`src/hw/rtl/wph_pkg.sv`:
```
package wph_pkg;

  // Channel payload widths fixed by the item format
  localparam int BEAT_W  = 64;
  localparam int BLOCK_W = 16;

  // Configuration register widths
  localparam int BPB_W = 16;
  localparam int TOL_W = 10;

  // APB port geometry: three 32-bit registers at byte addresses 0, 4, 8
  localparam int CFG_DATA_W = 32;
  localparam int CFG_ADDR_W = 4;
  localparam int REG_IDX_W  = 2;

  // Register indexes
  localparam logic [REG_IDX_W-1:0] REG_PATTERN_LENGTH    = 2'd0;
  localparam logic [REG_IDX_W-1:0] REG_BEATS_PER_BAR     = 2'd1;
  localparam logic [REG_IDX_W-1:0] REG_TOLERANCE_SAMPLES = 2'd2;

  // Reset values
  localparam logic [CFG_DATA_W-1:0] LEN_RESET = 32'd88200;
  localparam logic [BPB_W-1:0]      BPB_RESET = 16'd1024;
  localparam logic [TOL_W-1:0]      TOL_RESET = 10'd88;

endpackage

```
`src/hw/rtl/wph_in_if.sv`:
```
interface wph_in_if;
  logic                              valid;
  logic                              ready;
  logic                              host_playing;
  logic                              host_has_beat;
  logic signed [wph_pkg::BEAT_W-1:0] beat_position;
  logic [wph_pkg::BLOCK_W-1:0]       block_samples;

  modport source (
    output valid, host_playing, host_has_beat, beat_position, block_samples,
    input  ready
  );

  modport sink (
    input  valid, host_playing, host_has_beat, beat_position, block_samples,
    output ready
  );
endinterface

```
`src/hw/rtl/wph_out_if.sv`:
```
interface wph_out_if #(
  parameter int POSITION_WIDTH = 21
);
  logic                      valid;
  logic                      ready;
  logic [POSITION_WIDTH-1:0] render_position;
  logic                      resynced;

  modport source (
    output valid, render_position, resynced,
    input  ready
  );

  modport sink (
    input  valid, render_position, resynced,
    output ready
  );
endinterface

```
`src/hw/rtl/wrapping_playhead_with_host_resync_core.sv`:
```
// Steps per accepted item with a beat: reduce the beat modulo the bar length, scale the bar
//   fraction by the length (round half up, wrap), reduce the playhead modulo the length, check
//   the tolerance and snap, advance by the block size. Zero beats per bar targets 0; without a
//   beat no snap check; zero length goes straight to done with result 0. One item at a time:
//   ready only in idle; the shared compare-subtract unit takes one step a cycle; a held result adds its stall.
// Reset (synchronous, rst_n low): playhead 0, idle, output empty, registers 88200/1024/88.
module wrapping_playhead_with_host_resync_core #(
  parameter int POSITION_WIDTH     = 21,
  parameter int BEAT_FRACTION_BITS = 32
) (
  input  logic                               clk,
  input  logic                               rst_n,
  wph_in_if.sink                             in_ch,
  wph_out_if.source                          out_ch,
  input  logic                               psel,
  input  logic                               penable,
  input  logic                               pwrite,
  input  logic [wph_pkg::CFG_ADDR_W-1:0]     paddr,
  input  logic [wph_pkg::CFG_DATA_W-1:0]     pwdata,
  output logic [wph_pkg::CFG_DATA_W-1:0]     prdata,
  output logic                               pready
);
  import wph_pkg::*;

  localparam int PW     = POSITION_WIDTH;
  localparam int DW     = BEAT_W;
  localparam int MW     = BEAT_FRACTION_BITS + 8;
  localparam int UW     = (MW + 1 > PW + 1) ? MW + 1 : PW + 1;
  localparam int AW     = ((PW > BLOCK_W) ? PW : BLOCK_W) + 1;
  localparam int CNT_W  = $clog2(DW + 1);

  typedef enum logic [3:0] {
    S_IDLE, S_BMOD, S_BNEG, S_PROD, S_ROUND, S_WRAP,
    S_PMOD, S_DIST, S_SNAP, S_ALOAD, S_ADV, S_DONE
  } state_t;

  // Configuration
  logic [PW-1:0]    len;
  logic [BPB_W-1:0] bpb;
  logic [TOL_W-1:0] tol;
  logic [MW-1:0]    m_w;

  wph_cfg #(.POSITION_WIDTH(PW)) u_cfg (
    .clk               (clk),
    .rst_n             (rst_n),
    .psel              (psel),
    .penable           (penable),
    .pwrite            (pwrite),
    .paddr             (paddr),
    .pwdata            (pwdata),
    .prdata            (prdata),
    .pready            (pready),
    .pattern_length    (len),
    .beats_per_bar     (bpb),
    .tolerance_samples (tol)
  );

  // Bar length in beat-position units
  assign m_w = MW'(bpb) << (BEAT_FRACTION_BITS - 8);

  state_t             state_r, state_nxt;
  logic [UW-1:0]      rem_r, rem_nxt;
  logic [DW-1:0]      dvd_r, dvd_nxt;
  logic [CNT_W-1:0]   cnt_r, cnt_nxt;
  logic [MW-1:0]      r_r, r_nxt;
  logic [PW-1:0]      q_r, q_nxt;
  logic [PW-1:0]      tgt_r, tgt_nxt;
  logic [PW-1:0]      pos_r, pos_nxt;
  logic [PW-1:0]      ad_r, ad_nxt;
  logic [PW-1:0]      playhead_r, playhead_nxt;
  logic [BLOCK_W-1:0] block_r, block_nxt;
  logic               half_r, half_nxt;
  logic               neg_r, neg_nxt;
  logic               sync_r, sync_nxt;
  logic               snap_r, snap_nxt;
  logic               out_valid_r, out_valid_nxt;
  logic [PW-1:0]      render_r, render_nxt;
  logic               resynced_r, resynced_nxt;

  logic [UW-1:0] cand_w, dsor_w, csu_diff, rem_step;
  logic          csu_ge;
  logic [DW-1:0] beat_u;
  logic [AW-1:0] adv_sum;
  logic          accept;

  assign accept = in_ch.valid & in_ch.ready;
  assign beat_u = in_ch.beat_position;
  assign adv_sum = AW'(pos_r) + AW'(block_r);

  // Route operands into the shared unit
  always_comb begin
    cand_w = '0;
    dsor_w = '0;
    case (state_r)
      S_BMOD: begin
        cand_w = UW'({rem_r[MW-1:0], dvd_r[DW-1]});
        dsor_w = UW'(m_w);
      end
      S_BNEG: begin
        cand_w = UW'(m_w);
        dsor_w = rem_r;
      end
      S_PROD: begin
        cand_w = half_r ? (UW'(rem_r[MW-1:0]) + UW'(r_r)) : UW'({rem_r[MW-1:0], 1'b0});
        dsor_w = UW'(m_w);
      end
      S_ROUND: begin
        cand_w = UW'({rem_r[MW-1:0], 1'b0});
        dsor_w = UW'(m_w);
      end
      S_WRAP: begin
        cand_w = UW'(q_r);
        dsor_w = UW'(len);
      end
      S_PMOD, S_ADV: begin
        cand_w = UW'({rem_r[PW-1:0], dvd_r[DW-1]});
        dsor_w = UW'(len);
      end
      S_DIST: begin
        cand_w = UW'(tgt_r);
        dsor_w = UW'(pos_r);
      end
      S_SNAP: begin
        cand_w = UW'(len);
        dsor_w = UW'(ad_r);
      end
      default: ;
    endcase
  end

  wph_csu #(.WIDTH(UW)) u_csu (
    .cand (cand_w),
    .dsor (dsor_w),
    .diff (csu_diff),
    .ge   (csu_ge)
  );

  assign rem_step = csu_ge ? csu_diff : cand_w;

  // Sequencer
  always_comb begin
    state_nxt     = state_r;
    rem_nxt       = rem_r;
    dvd_nxt       = dvd_r;
    cnt_nxt       = cnt_r;
    r_nxt         = r_r;
    q_nxt         = q_r;
    tgt_nxt       = tgt_r;
    pos_nxt       = pos_r;
    ad_nxt        = ad_r;
    playhead_nxt  = playhead_r;
    block_nxt     = block_r;
    half_nxt      = half_r;
    neg_nxt       = neg_r;
    sync_nxt      = sync_r;
    snap_nxt      = snap_r;
    render_nxt    = render_r;
    resynced_nxt  = resynced_r;
    out_valid_nxt = out_valid_r & ~out_ch.ready;

    unique case (state_r)
      S_IDLE: begin
        if (accept) begin
          block_nxt = in_ch.block_samples;
          sync_nxt  = in_ch.host_playing & in_ch.host_has_beat;
          snap_nxt  = 1'b0;
          if (len == '0) begin
            // Zero length forces the playhead and the result to zero
            pos_nxt      = '0;
            playhead_nxt = '0;
            state_nxt    = S_DONE;
          end else if (in_ch.host_playing && in_ch.host_has_beat && m_w != '0) begin
            // Reduce the beat magnitude modulo the bar length
            neg_nxt   = beat_u[DW-1];
            dvd_nxt   = beat_u[DW-1] ? (~beat_u + DW'(1)) : beat_u;
            rem_nxt   = '0;
            cnt_nxt   = CNT_W'(DW);
            state_nxt = S_BMOD;
          end else begin
            tgt_nxt   = '0;
            rem_nxt   = '0;
            dvd_nxt   = DW'(playhead_r) << (DW - PW);
            cnt_nxt   = CNT_W'(PW);
            state_nxt = S_PMOD;
          end
        end
      end

      S_BMOD: begin
        rem_nxt = rem_step;
        dvd_nxt = {dvd_r[DW-2:0], 1'b0};
        cnt_nxt = cnt_r - CNT_W'(1);
        if (cnt_r == CNT_W'(1)) state_nxt = S_BNEG;
      end

      S_BNEG: begin
        // Floor modulo: a negative position counts back from the bar end
        r_nxt     = (neg_r && rem_r != '0) ? csu_diff[MW-1:0] : rem_r[MW-1:0];
        rem_nxt   = '0;
        q_nxt     = '0;
        half_nxt  = 1'b0;
        dvd_nxt   = DW'(len) << (DW - PW);
        cnt_nxt   = CNT_W'(PW);
        state_nxt = S_PROD;
      end

      S_PROD: begin
        // Shift-and-add divmod of r * length by the bar length
        rem_nxt = rem_step;
        if (!half_r) begin
          q_nxt = {q_r[PW-2:0], csu_ge};
        end else begin
          q_nxt = q_r + PW'(csu_ge);
        end
        if (!half_r && dvd_r[DW-1]) begin
          half_nxt = 1'b1;
        end else begin
          half_nxt = 1'b0;
          dvd_nxt  = {dvd_r[DW-2:0], 1'b0};
          cnt_nxt  = cnt_r - CNT_W'(1);
          if (cnt_r == CNT_W'(1)) state_nxt = S_ROUND;
        end
      end

      S_ROUND: begin
        // Round half up
        q_nxt     = q_r + PW'(csu_ge);
        state_nxt = S_WRAP;
      end

      S_WRAP: begin
        tgt_nxt   = csu_ge ? csu_diff[PW-1:0] : q_r;
        rem_nxt   = '0;
        dvd_nxt   = DW'(playhead_r) << (DW - PW);
        cnt_nxt   = CNT_W'(PW);
        state_nxt = S_PMOD;
      end

      S_PMOD: begin
        // Reduce the playhead modulo the length
        rem_nxt = rem_step;
        dvd_nxt = {dvd_r[DW-2:0], 1'b0};
        cnt_nxt = cnt_r - CNT_W'(1);
        if (cnt_r == CNT_W'(1)) begin
          pos_nxt   = rem_step[PW-1:0];
          state_nxt = sync_r ? S_DIST : S_ALOAD;
        end
      end

      S_DIST: begin
        ad_nxt    = csu_ge ? csu_diff[PW-1:0] : (pos_r - tgt_r);
        state_nxt = S_SNAP;
      end

      S_SNAP: begin
        // Snap when both ways round the loop exceed the tolerance
        if (ad_r > PW'(tol) && csu_diff[PW-1:0] > PW'(tol)) begin
          pos_nxt  = tgt_r;
          snap_nxt = 1'b1;
        end
        state_nxt = S_ALOAD;
      end

      S_ALOAD: begin
        rem_nxt   = '0;
        dvd_nxt   = DW'(adv_sum) << (DW - AW);
        cnt_nxt   = CNT_W'(AW);
        state_nxt = S_ADV;
      end

      S_ADV: begin
        // Advance by the block size modulo the length
        rem_nxt = rem_step;
        dvd_nxt = {dvd_r[DW-2:0], 1'b0};
        cnt_nxt = cnt_r - CNT_W'(1);
        if (cnt_r == CNT_W'(1)) begin
          playhead_nxt = rem_step[PW-1:0];
          state_nxt    = S_DONE;
        end
      end

      S_DONE: begin
        // Hold until the output register is free
        if (!out_valid_r || out_ch.ready) begin
          out_valid_nxt = 1'b1;
          render_nxt    = pos_r;
          resynced_nxt  = snap_r;
          state_nxt     = S_IDLE;
        end
      end

      default: state_nxt = S_IDLE;
    endcase
  end

  always_ff @(posedge clk) begin
    if (!rst_n) begin
      state_r     <= S_IDLE;
      out_valid_r <= 1'b0;
      playhead_r  <= '0;
      sync_r      <= 1'b0;
      snap_r      <= 1'b0;
    end else begin
      state_r     <= state_nxt;
      out_valid_r <= out_valid_nxt;
      playhead_r  <= playhead_nxt;
      sync_r      <= sync_nxt;
      snap_r      <= snap_nxt;
    end
    rem_r      <= rem_nxt;
    dvd_r      <= dvd_nxt;
    cnt_r      <= cnt_nxt;
    r_r        <= r_nxt;
    q_r        <= q_nxt;
    tgt_r      <= tgt_nxt;
    pos_r      <= pos_nxt;
    ad_r       <= ad_nxt;
    block_r    <= block_nxt;
    half_r     <= half_nxt;
    neg_r      <= neg_nxt;
    render_r   <= render_nxt;
    resynced_r <= resynced_nxt;
  end

  assign in_ch.ready            = (state_r == S_IDLE);
  assign out_ch.valid           = out_valid_r;
  assign out_ch.render_position = render_r;
  assign out_ch.resynced        = resynced_r;

  // An accepted item always leaves idle
  a_accept_busy: assert property (@(posedge clk) disable iff (!rst_n)
    accept |=> state_r != S_IDLE)
    else $error("sequencer stayed idle after accepting an item");

  // A new result appears only from the done step
  a_out_from_done: assert property (@(posedge clk) disable iff (!rst_n)
    $rose(out_valid_r) |-> $past(state_r == S_DONE))
    else $error("result raised outside the done step");

  // Iteration counter never runs out inside a loop
  a_cnt_live: assert property (@(posedge clk) disable iff (!rst_n)
    (state_r == S_BMOD || state_r == S_PROD || state_r == S_PMOD || state_r == S_ADV)
      |-> cnt_r != '0)
    else $error("iteration counter empty inside a loop");

  // A snap needs a host beat
  a_snap_sync: assert property (@(posedge clk) disable iff (!rst_n)
    snap_r |-> sync_r)
    else $error("snap without host beat");

endmodule

```
`src/hw/rtl/wph_csu.sv`:
```
// Shared compare-subtract unit: one restoring step per use
module wph_csu #(
  parameter int WIDTH = 42
) (
  input  logic [WIDTH-1:0] cand,
  input  logic [WIDTH-1:0] dsor,
  output logic [WIDTH-1:0] diff,
  output logic             ge
);

  logic [WIDTH:0] full_diff;

  // Subtract with borrow out; no borrow means cand >= dsor
  assign full_diff = {1'b0, cand} - {1'b0, dsor};
  assign diff      = full_diff[WIDTH-1:0];
  assign ge        = ~full_diff[WIDTH];

endmodule

```
`src/hw/rtl/wph_cfg.sv`:
```
module wph_cfg #(
  parameter int POSITION_WIDTH = 21
) (
  input  logic                               clk,
  input  logic                               rst_n,
  input  logic                               psel,
  input  logic                               penable,
  input  logic                               pwrite,
  input  logic [wph_pkg::CFG_ADDR_W-1:0]     paddr,
  input  logic [wph_pkg::CFG_DATA_W-1:0]     pwdata,
  output logic [wph_pkg::CFG_DATA_W-1:0]     prdata,
  output logic                               pready,
  output logic [POSITION_WIDTH-1:0]          pattern_length,
  output logic [wph_pkg::BPB_W-1:0]          beats_per_bar,
  output logic [wph_pkg::TOL_W-1:0]          tolerance_samples
);
  import wph_pkg::*;

  logic [POSITION_WIDTH-1:0] len_r;
  logic [BPB_W-1:0]          bpb_r;
  logic [TOL_W-1:0]          tol_r;
  logic [REG_IDX_W-1:0]      reg_idx;
  logic                      wr_en;

  assign reg_idx = paddr[CFG_ADDR_W-1:2];
  assign wr_en   = psel & penable & pwrite;
  assign pready  = 1'b1;

  // Write registers on the access phase
  always_ff @(posedge clk) begin
    if (!rst_n) begin
      len_r <= LEN_RESET[POSITION_WIDTH-1:0];
      bpb_r <= BPB_RESET;
      tol_r <= TOL_RESET;
    end else if (wr_en) begin
      unique case (reg_idx)
        REG_PATTERN_LENGTH:    len_r <= pwdata[POSITION_WIDTH-1:0];
        REG_BEATS_PER_BAR:     bpb_r <= pwdata[BPB_W-1:0];
        REG_TOLERANCE_SAMPLES: tol_r <= pwdata[TOL_W-1:0];
        default: ;
      endcase
    end
  end

  // Read back
  always_comb begin
    unique case (reg_idx)
      REG_PATTERN_LENGTH:    prdata = CFG_DATA_W'(len_r);
      REG_BEATS_PER_BAR:     prdata = CFG_DATA_W'(bpb_r);
      REG_TOLERANCE_SAMPLES: prdata = CFG_DATA_W'(tol_r);
      default:               prdata = '0;
    endcase
  end

  assign pattern_length    = len_r;
  assign beats_per_bar     = bpb_r;
  assign tolerance_samples = tol_r;

endmodule

```
`src/flat_wrapper.sv`:
```
// flat-port wrapper written by rule: the top's interface ports become plain ports
module wrapping_playhead_with_host_resync_core_flat import wph_pkg::*;
#(
  parameter int POSITION_WIDTH     = 21,
  parameter int BEAT_FRACTION_BITS = 32
)
  (clk, rst_n, psel, penable, pwrite, paddr, pwdata, prdata, pready, in_ch_valid, in_ch_host_playing, in_ch_host_has_beat, in_ch_beat_position, in_ch_block_samples, in_ch_ready, out_ch_valid, out_ch_render_position, out_ch_resynced, out_ch_ready);
  wph_in_if in_ch_i ();
  wph_out_if #(.POSITION_WIDTH(POSITION_WIDTH)) out_ch_i ();
  input  logic clk;
  input  logic rst_n;
  input  logic psel;
  input  logic penable;
  input  logic pwrite;
  input  logic [wph_pkg::CFG_ADDR_W-1:0] paddr;
  input  logic [wph_pkg::CFG_DATA_W-1:0] pwdata;
  output logic [wph_pkg::CFG_DATA_W-1:0] prdata;
  output logic pready;
  input wire logic [$bits(in_ch_i.valid)-1:0] in_ch_valid;
  input wire logic [$bits(in_ch_i.host_playing)-1:0] in_ch_host_playing;
  input wire logic [$bits(in_ch_i.host_has_beat)-1:0] in_ch_host_has_beat;
  input wire logic [$bits(in_ch_i.beat_position)-1:0] in_ch_beat_position;
  input wire logic [$bits(in_ch_i.block_samples)-1:0] in_ch_block_samples;
  output wire logic [$bits(in_ch_i.ready)-1:0] in_ch_ready;
  output wire logic [$bits(out_ch_i.valid)-1:0] out_ch_valid;
  output wire logic [$bits(out_ch_i.render_position)-1:0] out_ch_render_position;
  output wire logic [$bits(out_ch_i.resynced)-1:0] out_ch_resynced;
  input wire logic [$bits(out_ch_i.ready)-1:0] out_ch_ready;
  assign in_ch_i.valid = in_ch_valid;
  assign in_ch_i.host_playing = in_ch_host_playing;
  assign in_ch_i.host_has_beat = in_ch_host_has_beat;
  assign in_ch_i.beat_position = in_ch_beat_position;
  assign in_ch_i.block_samples = in_ch_block_samples;
  assign in_ch_ready = in_ch_i.ready;
  assign out_ch_valid = out_ch_i.valid;
  assign out_ch_render_position = out_ch_i.render_position;
  assign out_ch_resynced = out_ch_i.resynced;
  assign out_ch_i.ready = out_ch_ready;
  wrapping_playhead_with_host_resync_core #(.POSITION_WIDTH(POSITION_WIDTH), .BEAT_FRACTION_BITS(BEAT_FRACTION_BITS)) u_core (.clk(clk), .rst_n(rst_n), .in_ch(in_ch_i), .out_ch(out_ch_i), .psel(psel), .penable(penable), .pwrite(pwrite), .paddr(paddr), .pwdata(pwdata), .prdata(prdata), .pready(pready));
endmodule
```
`config.mk`:
```
export PLATFORM = sky130hd
export DESIGN_NAME = wrapping_playhead_with_host_resync_core_flat
export DESIGN_NICKNAME = d
export VERILOG_FILES = /design/src/hw/rtl/wph_pkg.sv /design/src/hw/rtl/wph_in_if.sv /design/src/hw/rtl/wph_out_if.sv /design/src/hw/rtl/wrapping_playhead_with_host_resync_core.sv /design/src/hw/rtl/wph_csu.sv /design/src/hw/rtl/wph_cfg.sv /design/src/flat_wrapper.sv
export SDC_FILE = /design/constraint.sdc
export NUM_CORES = 1
export LEC_CHECK = 0
export BUFFER_PORTS_ARGS = -buffer_cell sky130_fd_sc_hd__buf_2
export CAP_MARGIN = 40
export CORE_MARGIN = 4
export CORE_UTILIZATION = 60
export DETAILED_ROUTE_END_ITERATION = 12
export PLACE_DENSITY = 0.79
export RECOVER_POWER = 100
export SETUP_SLACK_MARGIN = 0.05
export SLEW_MARGIN = 15
export SYNTH_ARGS = -nofsm -noshare
export SYNTH_HDL_FRONTEND = slang
export SYNTH_HIERARCHICAL = 1
export SYNTH_SLANG_ARGS = --single-unit
```
`constraint.sdc`:
```
create_clock -name clk -period 24.3 [get_ports clk]
set_input_delay 2.43 -clock clk [delete_from_list [all_inputs] [get_ports clk]]
set_output_delay 2.43 -clock clk [all_outputs]
set_load 0.05 [all_outputs]
```
Word-level counts from Yosys, hierarchy flattened
Index checks and enable logic that the tools add are counted.
{ "totals": {"regBits": 351, "output_inout_bits": 57, "inputBits": 125, "word_cells": 159} }
{ "op_classes": {"muxes": 52, "reduce_logical": 43, "n_bitwise": 9, "addsub": 7, "n_lt_le_gt_ge": 2, "eq_ne": 25} }
{ "op_table": {"columns": ["operator", "n"], "rows": [
  ["$pmux W64 S6", 1],
  ["$pmux W41 S8", 1],
  ["$mux W64", 5],
  ["$mux W21", 10],
  ["$pmux W41 S5", 1],
  ["$pmux W21 S3", 3],
  ["$mux W41", 4],
  ["$pmux W41 S3", 1],
  ["$pmux W21 S2", 2],
  ["$add A64 B1 Y64 const B", 1],
  ["$not A64 Y64", 1],
  ["$pmux W4 S12", 1],
  ["$gt A21 B10 Y1", 2],
  ["$sub A41 B41 Y42", 1],
  ["$add A40 B40 Y41", 1],
  ["$reduce_bool A41 Y1", 1],
  ["$mux W40", 1],
  ["$reduce_bool A40 Y1", 1],
  ["$mux W4", 9],
  ["$pmux W7 S5", 1],
  ["$mux W7", 4],
  ["$add A21 B16 Y22", 1],
  ["$add A21 B1 Y21", 1],
  ["$logic_not A21 Y1", 1],
  ["other kinds (33)", 83]
]} }

Depth between registers and ports, before layout
Gate-level depths: netlist of the first run.
{ "depth": {"word_depth": 8, "mapped_depth": 31, "ltp_nobuf": 30} }

Hierarchy
Netlist of the first run, hierarchy kept.
{ "by_module_without_submodules": {"columns": ["module", "instances", "area_per_inst_um2", "seq_area_each_um2", "cells_per_inst"], "rows": [
  ["wrapping_playhead_with_host_resync_core", 1, 20588.5, 8848.5, 2158],
  ["wph_csu", 1, 2491.1, 0.0, 387],
  ["wph_cfg", 1, 2336.0, 940.9, 258]
]} }

Worst setup path after synthesis of the first run
OpenSTA, ideal clock, no wires.
{ "synth_timing": {"path_kind": "reg2reg", "from": "register u_core.state_r[2]", "to": "register u_core.pos_r[0] (enable)", "arrival_time_ns": 7.966, "slack_ns": 15.820, "required_ns": 23.786, "stages_incl_launch_ff": 22, "n_path_buf": 3, "setup_time_ns": 0.514, "period_less_slack_ns": 8.480, "cell_sequence": "dfxtp_1 > buf_1 > nand2_1 > nor2_1 > clkbuf_1 > clkbuf_1 > a222oi_1 > nand2_1 > inv_1 > fa_1 > a211oi_1 > o21ai_1 > nand3_1 > nand2_1 > xor2_1 > ha_1 > nand4_1 > nor3b_1 > a21oi_1 > a22oi_1 > o21ai_0 > a2111oi_0"} }
{ "synth_between": {"elab_chain_cells": 8, "elab_cells_between_ends": 25} }
{ "synth_rtl": {"columns": ["element", "line_no", "rtl"], "rows": [
  ["start: declaration", "wrapping_playhead_with_host_resync_core.sv:61", "state_t state_r, state_nxt;"],
  ["start signal: assignment", "wrapping_playhead_with_host_resync_core.sv:304", "state_r <= state_nxt;"],
  ["$eq A4 B3 Y1, or another cell as far along", "wrapping_playhead_with_host_resync_core.sv:94", "case (state_r)"],
  ["$reduce_or A3 Y1 (no source line)", null, null],
  ["$pmux W41 S5 *", "wrapping_playhead_with_host_resync_core.sv:94", null],
  ["via u_core.dsor_w[1]", "wrapping_playhead_with_host_resync_core.sv:80", "logic [UW-1:0] cand_w, dsor_w, csu_diff, rem_step;"],
  ["$sub A41 B41 Y42 *", "wph_csu.sv:14", "assign full_diff = {1'b0, cand} - {1'b0, dsor};"],
  ["via u_core.csu_diff[8]", "wrapping_playhead_with_host_resync_core.sv:80", null],
  ["$gt A21 B10 Y1 *", "wrapping_playhead_with_host_resync_core.sv:257", "if (ad_r > PW'(tol) && csu_diff[PW-1:0] > PW'(tol)) begin"],
  ["$logic_and A1 B1 Y1 *", "wrapping_playhead_with_host_resync_core.sv:257", null],
  ["$ne A2 B1 Y1 (no source line) *", null, null],
  ["$reduce_and A5 Y1 (no source line) *", null, null],
  ["end signal: assignment", "wrapping_playhead_with_host_resync_core.sv:316", "pos_r <= pos_nxt;"],
  ["end: declaration", "wrapping_playhead_with_host_resync_core.sv:68", "logic [PW-1:0] pos_r, pos_nxt;"]
]} }
The timed path passes the listed nets; every way through them passes the cells marked *.
A chain may end at the register's enable or synchronous reset.

Worst setup path in the final report of the first run
{ "layout_timing": {"from": "register u_core.state_r[1]", "to": "register u_core.playhead_r[2]"} }
{ "layout_between": {"elab_chain_cells": 7, "elab_cells_between_ends": 25} }
{ "layout_rtl": {"columns": ["element", "line_no", "rtl"], "rows": [
  ["$eq A4 B3 Y1, or another cell as far along", "wrapping_playhead_with_host_resync_core.sv:94", null],
  ["$reduce_or A3 Y1 (no source line)", null, null],
  ["$pmux W41 S5 *", "wrapping_playhead_with_host_resync_core.sv:94", null],
  ["via u_core.dsor_w[2]", "wrapping_playhead_with_host_resync_core.sv:80", null],
  ["$sub A41 B41 Y42 *", "wph_csu.sv:14", null],
  ["$mux W41 *", "wrapping_playhead_with_host_resync_core.sv:138", "assign rem_step = csu_ge ? csu_diff : cand_w;"],
  ["$mux W21 *", "wrapping_playhead_with_host_resync_core.sv:276", "if (cnt_r == CNT_W'(1)) begin"],
  ["$pmux W21 S2 *", "wrapping_playhead_with_host_resync_core.sv:161", "unique case (state_r)"],
  ["end signal: assignment", "wrapping_playhead_with_host_resync_core.sv:306", "playhead_r <= playhead_nxt;"],
  ["end: declaration", "wrapping_playhead_with_host_resync_core.sv:70", "logic [PW-1:0] playhead_r, playhead_nxt;"]
]} }
The timed path passes the listed nets; every way through them passes the cells marked *. The select of a mux whose other input is x is not followed.

==> results of run 1 <==
[cells in the final DEF, fill, tap and decap left out, types with 12 or more instances in the layout]
master,n
nand2_1,413
buf_2,108
nand3_1,45
o31ai_1,32
a222oi_1,48
clkbuf_16,42
mux2i_1,80
edfxtp_1,276
a211oi_1,17
or3_1,17
o211ai_1,28
a221oi_1,16
xor2_1,115
o221ai_1,12
xnor2_1,64
buf_4,22
a22oi_1,22
o21a_1,15
a31oi_1,17
o21ai_0,271
ha_1,142
a21oi_1,174
or2_2,12
a22o_1,32
and3_1,22
o41ai_1,13
a21o_1,48
conb_1,12
nand4_1,29
nand2b_1,31
nor2_1,127
clkbuf_1,69
nor3_1,35
nor4_1,29
nor2b_1,36
inv_1,122
dfxtp_1,75
o21bai_1,13
and2_0,19
mux2_2,40
[worst reg2reg max path, cell delays in order (launching register included)]
cell and delay (ns):
dfxtp_1 0.77, nand2b_1 0.36, nor3_1 0.30, clkbuf_1 1.53, clkbuf_1 2.21, a222oi_1 0.59
nand2_1 0.20, inv_1 0.07, ha_1 0.35, o21ai_0 0.18, a21oi_1 0.09, a211oi_1 0.74
nor3_1 0.24, o21a_1 0.27, o211ai_1 0.25, a21boi_0 0.15, o22a_1 0.45, inv_1 0.70
clkbuf_1 2.03, mux2i_1 0.72, o21ai_0 0.39, and2_0 0.17
[area by class of cell]
type	instances	area (sq um)	area share [%]
Tap cell	539	674	2.43
Sequential cell	351	9790	35.3
Multi-Input combinational cell	2176	14400	52.1
Inverter	122	458	1.65
Clock buffer	48	1090	3.95
Clock inverter	26	273	0.984
Timing Repair Buffer	197	990	3.57
[synthesized netlist by cell type (all sizes together) (48+ instances only)]
library cell	instances
a21o	49
a21oi	175
a222oi	48
clkbuf	120
dfxtp	75
edfxtp	276
ha	142
inv	122
mux2i	80
nand2	413
nor2	130
o21ai	276
xnor2	64
xor2	115
[worst min-delay path by stage]
stage / slack [ns] / endpoint / startpoint / depth (start not counted)
floorplan: 0.41 / u_core/out_ch.resynced / u_core/snap_r / 0
global placement: 0.46 / u_core/playhead_r[17] / u_core/playhead_r[17] / 2
detailed placement: 0.48 / u_core/u_cfg/tolerance_samples[8] / u_core/u_cfg/tolerance_samples[8] / 2
CTS: 0.48 / u_core/u_cfg/tolerance_samples[8] / u_core/u_cfg/tolerance_samples[8] / 2
global route: 0.51 / u_core/playhead_r[17] / u_core/playhead_r[17] / 2
finish: 0.48 / u_core/u_cfg/tolerance_samples[8] / u_core/u_cfg/tolerance_samples[8] / 2
[kinds of logic (layout without fill, tap and decap cells)]
family / after synthesis / after routing / share of synthesized area, %
AND/OR/NAND/NOR: 879 / 879 / 16.6
AO/OA/AOI/OAI: 838 / 838 / 21.7
flip-flops: 351 / 351 / 38.5
buffers and inverters: 286 / 393 / 4.68
XOR/XNOR: 179 / 179 / 6.17
adder cells (fa/ha/maj): 146 / 146 / 7.31
multiplexers: 122 / 122 / 5.01
other: 2 / 12 / 0.0295
[registers in the layout (all words and copies together), names as in the netlist, 4 cells and up]
signal / cells
u_core/cnt_r: 7
u_core/r_r: 40
u_core/out_ch.render_position: 21
u_core/u_cfg/tolerance_samples: 10
u_core/dvd_r: 64
u_core/u_cfg/beats_per_bar: 16
u_core/ad_r: 21
u_core/u_cfg/pattern_length: 21
u_core/state_r: 4
u_core/tgt_r: 21
u_core/block_r: 16
u_core/rem_r: 41
u_core/q_r: 21
u_core/pos_r: 21
u_core/playhead_r: 21
[through the flow]
| step | utilization (%) | instance area [sq um] | worst slack [ns] | instances |
|---|---|---|---|---|
| global placement | 63.2 | 26500 | 16.63 | 3382 |
| floorplan | - | 25500 | 15.82 | 2813 |
| global route | 66.1 | 27700 | 11.16 | 3459 |
| finish | 66.1 | 27700 | 11.46 | 3459 |
| detailed placement | 63.3 | 26600 | 16.45 | 3384 |
| CTS | 66.6 | 27900 | 16.24 | 3458 |
[per-layer routing]
layer	vias up	GRT usage, %	part of all wire, %
li1	10600	-	-
met2	1465	54.5	45
met4	2	14.6	4.4
met5	-	0	0.016
met3	229	8.54	13
met1	11100	46.1	38
==> results by group, run 1 <==
Clock tree
  • TritonCTS clock tree: built
  • Inserted Clock Buffers: 40
  • Clk_lat worst skew: 0.58 ns
  • Sink Count: 351
  • H-tree lvl count: 2
  • Post-CTS setup buffers: 0
  • Root buffer cell: clkbuf_16
  • Clk buf depth: 3
  • PostCTS Resize Cnt: 0
  • Cts hold-fix bufs: 0
  • Clk slew on worst S/H paths: 0.06 ns

Cells and area
  • Area growth syn-to-layout: 9.05%
  • Fill cells: 3390
  • Antenna cells: 0
  • Layout Nets: 3159
  • Share of layout cells above drive strength 1: 9.49%

Global routing
  • Largest net degree at the start of global routing: 99
  • Initial antenna violation count: 1
  • First-pass GRT wire length: 124000 um
  • Number of global-route vias before repair: 22400
  • Gr usage total: 34.7%
  • GRT Residual Overflow: 0

Logic synthesis
  • Post-synthesis sequential area ratio: 38.5%
  • Synth top area share: 32.6%
  • Avg Inst Size Synth: 9.07 sq um
  • Largest area contributor in the netlist: edfxtp_1
  • Mapped cell area: 0.0254 sq mm
  • Post-Synthesis Cells: 2803
  • Synth Flop Type: edfxtp_1
  • Syn. warnings: 6
  • EDFF count, synth: 276
  • Synth area leaders: edfxtp_1 33%, ha_1 7.0%, nand2_1 6.1%, dfxtp_1 5.9%, o21ai_0 5.2%
  • Number of synthesized register bits: 351
  • Yosys cell types: 100
  • Post-synth ARST share: 0%

Setup path
  • Reg-to-reg critical path startpoint: u_core/state_r[1]
  • Critical path depth: 21
  • Critical path type: register to register
  • Delay-heaviest family, CP: buffers and inverters
  • Worst R2R Path Depth: 21
  • Startpoint class of the critical path: register
  • CP arrival: 13.34 ns
  • CP startpoint: u_core/state_r[1]
  • R2R Setup Slk: 11.46 ns
  • CP Buf/Inv Count: 5
  • Crit path capture type: register
  • CP max stage delay: 2.20 ns
  • CP required: 24.80 ns
  • Slowest-stage cell, CP: clkbuf_1
  • Worst-path cell chain: nand2b_1 -> nor3_1 -> clkbuf_1 -> clkbuf_1 -> a222oi_1 -> nand2_1 -> inv_1 -> ha_1 -> o21ai_0 -> a21oi_1 -> a211oi_1 -> nor3_1 -> o21a_1 -> o211ai_1 -> a21boi_0 -> o22a_1 -> inv_1 -> clkbuf_1 -> mux2i_1 -> o21ai_0 -> and2_0
  • Worst reg2reg endpoint: u_core/playhead_r[2]
  • Crit-path most repeated cell: clkbuf_1
  • CP Max Fanout: 57
  • Worst setup endpoint: u_core/playhead_r[2]

STA
  • Hold Vio Cnt, Final: 0
  • Worst slew pin tran: 3.53 ns
  • Final min period: 12.84 ns
  • Hold_ws: 0.482 ns
  • Final worst path period share: 52.8%
  • Setup TNS: 0 ns
  • Final Max Slew Viols: 600
  • # setup viols final: 0
  • Slew margin rel.: -135%
  • Setup Skew: 0.0208 ns
  • RSZ-0062 raised after global routing: no
  • Peak Freq: 0.0779 GHz

Route
  • DR vias/cell: 6.76
  • Starting DRC count in detailed routing: 3274
  • DR pass1 iterations: 8
  • Antenna-violating nets left: 0
  • Routed WL: 82000 um
  • Drc violations: 0
  • WL/cell: 23.7 um
  • DR vias: 23400

Floorplanning
  • Die Span X: 214 um
  • I/O Pins: 182
  • Die footprint: 0.0457 sq mm
  • Cell Rows: 75
  • Die Y: 214 um
  • Initial Utilization: 60.6%
  • Core Region: 0.0419 sq mm

Outcome
  • Violated checks: capacitance limit, slew limit
  • Status: finished with violations

Placed design
  • IO Port Bufs: 156
  • Gp weighted congestion: 1.07
  • Placed wire-length estimate: 60900 um

Job
  • Max Cap Violations: 12

Worst hold path
  • Hold Path Class: register to register
Power of run 1 is not shown: default switching activity piles up to over one toggle a cycle in this logic, so the estimate is an artifact.
==> run 2, diff against run 1 <==
==> constraint.sdc (replaced) <==
create_clock -name clk -period 12.47 [get_ports clk]
set_input_delay 1.247 -clock clk [delete_from_list [all_inputs] [get_ports clk]]
set_output_delay 1.247 -clock clk [all_outputs]
set_load 0.05 [all_outputs]
==> run 2 against run 1 <==
The flow still finishes with violations (capacitance limit, slew limit). Maximum frequency up 31%. Die area unchanged. Critical path depth fell by 1. First-iteration DRC count fell by 2.8%. Utilization grew 0.64 points. Flip-flop and latch count unchanged. Critical path type unchanged.
==> results by group, run 2 (synthesis results as in run 1) <==
Route
  • DR pass1 iterations: 7 (-1)
  • Drc violations: 0 (unchanged)
  • DR vias: 23300 (-0.44%)
  • Antenna-violating nets left: 0 (unchanged)
  • WL/cell: 24.6 um (+3.7%)
  • DR vias/cell: 6.71 (-0.73%)
  • Routed WL: 85300 um (+4.0%)
  • Starting DRC count in detailed routing: 3182 (-2.8%)

STA
  • Setup Skew: 0.0266 ns (+0.00587 ns)
  • Hold Vio Cnt, Final: 0 (unchanged)
  • Final worst path period share: 78.3% (+26 points)
  • RSZ-0062 raised after global routing: no
  • Slew margin rel.: -135% (+0.14 points)
  • Worst slew pin tran: 3.52 ns (-0.00211 ns)
  • Final min period: 9.77 ns (-3.07 ns)
  • Final Max Slew Viols: 333 (-45%)
  • Setup TNS: 0 ns (unchanged)
  • # setup viols final: 0 (unchanged)
  • Peak Freq: 0.102 GHz (+31%)
  • Hold_ws: 0.484 ns (+0.00247 ns)

Cells and area
  • Biggest register: u_core/dvd_r
  • Final instance area: 0.0280 sq mm (+0.96%)
  • Area growth syn-to-layout: 10.1%
  • Layout Nets: 3168 (+0.28%)
  • Max FFs per register: 64 (unchanged)
  • Commonest cells after routing, fill and taps aside: 413 x nand2_1, 276 x edfxtp_1, 270 x o21ai_0
  • Biggest regs: u_core/dvd_r: 64 flops, u_core/rem_r: 41 flops, u_core/r_r: 40 flops
  • Commonest non-fill, non-tap cell in the layout: nand2_1
  • Register area: 0.00979 sq mm (unchanged)
  • Fill cells: 3446 (+1.7%)
  • Multi-input gate area: 0.0145 sq mm (+0.11%)
  • Share of layout cells above drive strength 1: 10.1% (+0.58 points)
  • Antenna cells: 0 (unchanged)

Global routing
  • First-pass GRT wire length: 127000 um (+2.4%)
  • GRT Residual Overflow: 0 (unchanged)
  • Gr usage total: 36.0% (+1.4 points)
  • Initial antenna violation count: 1 (unchanged)
  • Largest net degree at the start of global routing: 65 (-34%)
  • Number of global-route vias before repair: 21800 (-2.9%)

Placed design
  • IO Port Bufs: 156 (unchanged)
  • Gp weighted congestion: 0.997 (-7.0%)
  • Placed wire-length estimate: 63900 um (+5.0%)
  • Post-DP Area: 0.0267 sq mm (+0.31%)

Setup path
  • CP required: 12.77 ns (-12.03 ns)
  • CP max stage delay: 1.72 ns (-0.48 ns)
  • Worst reg2reg endpoint: u_core/pos_r[20]
  • Reg-to-reg critical path startpoint: u_core/state_r[1]
  • Critical path depth: 20 (-4.8%)
  • Crit path capture type: register
  • Worst R2R Path Depth: 20 (-4.8%)
  • R2R Setup Slk: 2.70 ns (-8.76 ns)
  • Startpoint class of the critical path: register
  • Delay-heaviest family, CP: buffers and inverters
  • CP arrival: 10.06 ns (-3.28 ns)
  • Slowest-stage cell, CP: clkbuf_1
  • Critical path type: register to register
  • Worst-path cell chain: nand2b_1 -> nor2_1 -> clkbuf_1 -> a222oi_1 -> nand2_1 -> inv_1 -> ha_1 -> nand4_1 -> nor2_1 -> a211oi_1 -> nor3_1 -> o21a_1 -> o211ai_1 -> a21boi_0 -> o22a_1 -> clkinv_2 -> buf_4 -> and3_1 -> a211oi_1 -> o21ai_0
  • CP Max Fanout: 47 (-18%)
  • CP Buf/Inv Count: 4 (-1)

Clock tree
  • Root buffer cell: clkbuf_16
  • Clk buf depth: 3 (unchanged)
  • Clk slew on worst S/H paths: 0.06 ns (about the same)
  • Cts hold-fix bufs: 0 (unchanged)
  • TritonCTS clock tree: built
  • Sink Count: 351 (unchanged)
  • PostCTS Resize Cnt: 0 (unchanged)
  • Post-CTS setup buffers: 0 (unchanged)
  • Inserted Clock Buffers: 42 (+5.0%)
  • H-tree lvl count: 2 (unchanged)
  • Clk_lat worst skew: 0.60 ns (+0.02 ns)

Floorplanning
  • Core Region: 0.0419 sq mm (unchanged)
  • Die Y: 214 um (unchanged)
  • Die footprint: 0.0457 sq mm (unchanged)
  • Initial Utilization: 60.6% (unchanged)
  • Cell Rows: 75 (unchanged)
  • I/O Pins: 182 (unchanged)
  • Die Span X: 214 um (unchanged)

Worst hold path
  • Hold path cells: 2 (unchanged)
  • Hold Path Class: register to register
  • Worst Hold End: u_core/u_cfg/tolerance_samples[9]
  • Min-delay src: u_core/u_cfg/tolerance_samples[9]

Outcome
  • Status: finished with violations
  • Violated checks: capacitance limit, slew limit

Job
  • Max Cap Violations: 8 (-4)
[run 2: metrics by stage]
step	setup WS, ns	cells	util (%)
6_report	2.70	3469	66.7
5_1_grt	2.01	3469	66.7
4_1_cts	4.34	3468	67.1
3_5_place_dp	4.41	3391	63.5
3_3_place_gp	4.48	3386	63.3
2_1_floorplan	3.99	2813	-
[run 2: worst min-delay path, cell delays in order, from the launching register on]
cell and delay, ns:
dfxtp_1 0.32, nand2_1 0.06, mux2i_1 0.06
[run 2: metal layers]
layer	vias to the layer above	global-route usage [%]	part of all wire [%]
li1	10600	-	-
met3	220	8.82	12
met2	1458	52.8	42
met1	11000	51.7	41
met5	-	0	0.015
met4	2	14.2	4.2
[run 2: final cells by class]
class                           count  area share [%]
Clock buffer                       60            4.44
Clock inverter                     17           0.943
Inverter                          122            1.64
Multi-Input combinational cell   2176            51.7
Sequential cell                   351            35.0
Tap cell                          539            2.41
Timing Repair Buffer              204            3.93
[run 2: how the worst max path moves through the flow]
stage | startpoint | slack, ns | end
2_1_floorplan | u_core/state_r[2] | 3.99 | u_core/pos_r[0]
3_3_place_gp | u_core/rem_r[0] | 4.48 | u_core/playhead_r[20]
3_5_place_dp | u_core/rem_r[0] | 4.41 | u_core/pos_r[16]
4_1_cts | u_core/rem_r[0] | 4.34 | u_core/pos_r[16]
5_1_grt | u_core/state_r[1] | 2.01 | u_core/playhead_r[20]
6_report | u_core/state_r[1] | 2.70 | u_core/pos_r[20]
Power of run 2 is left out for the same reason.
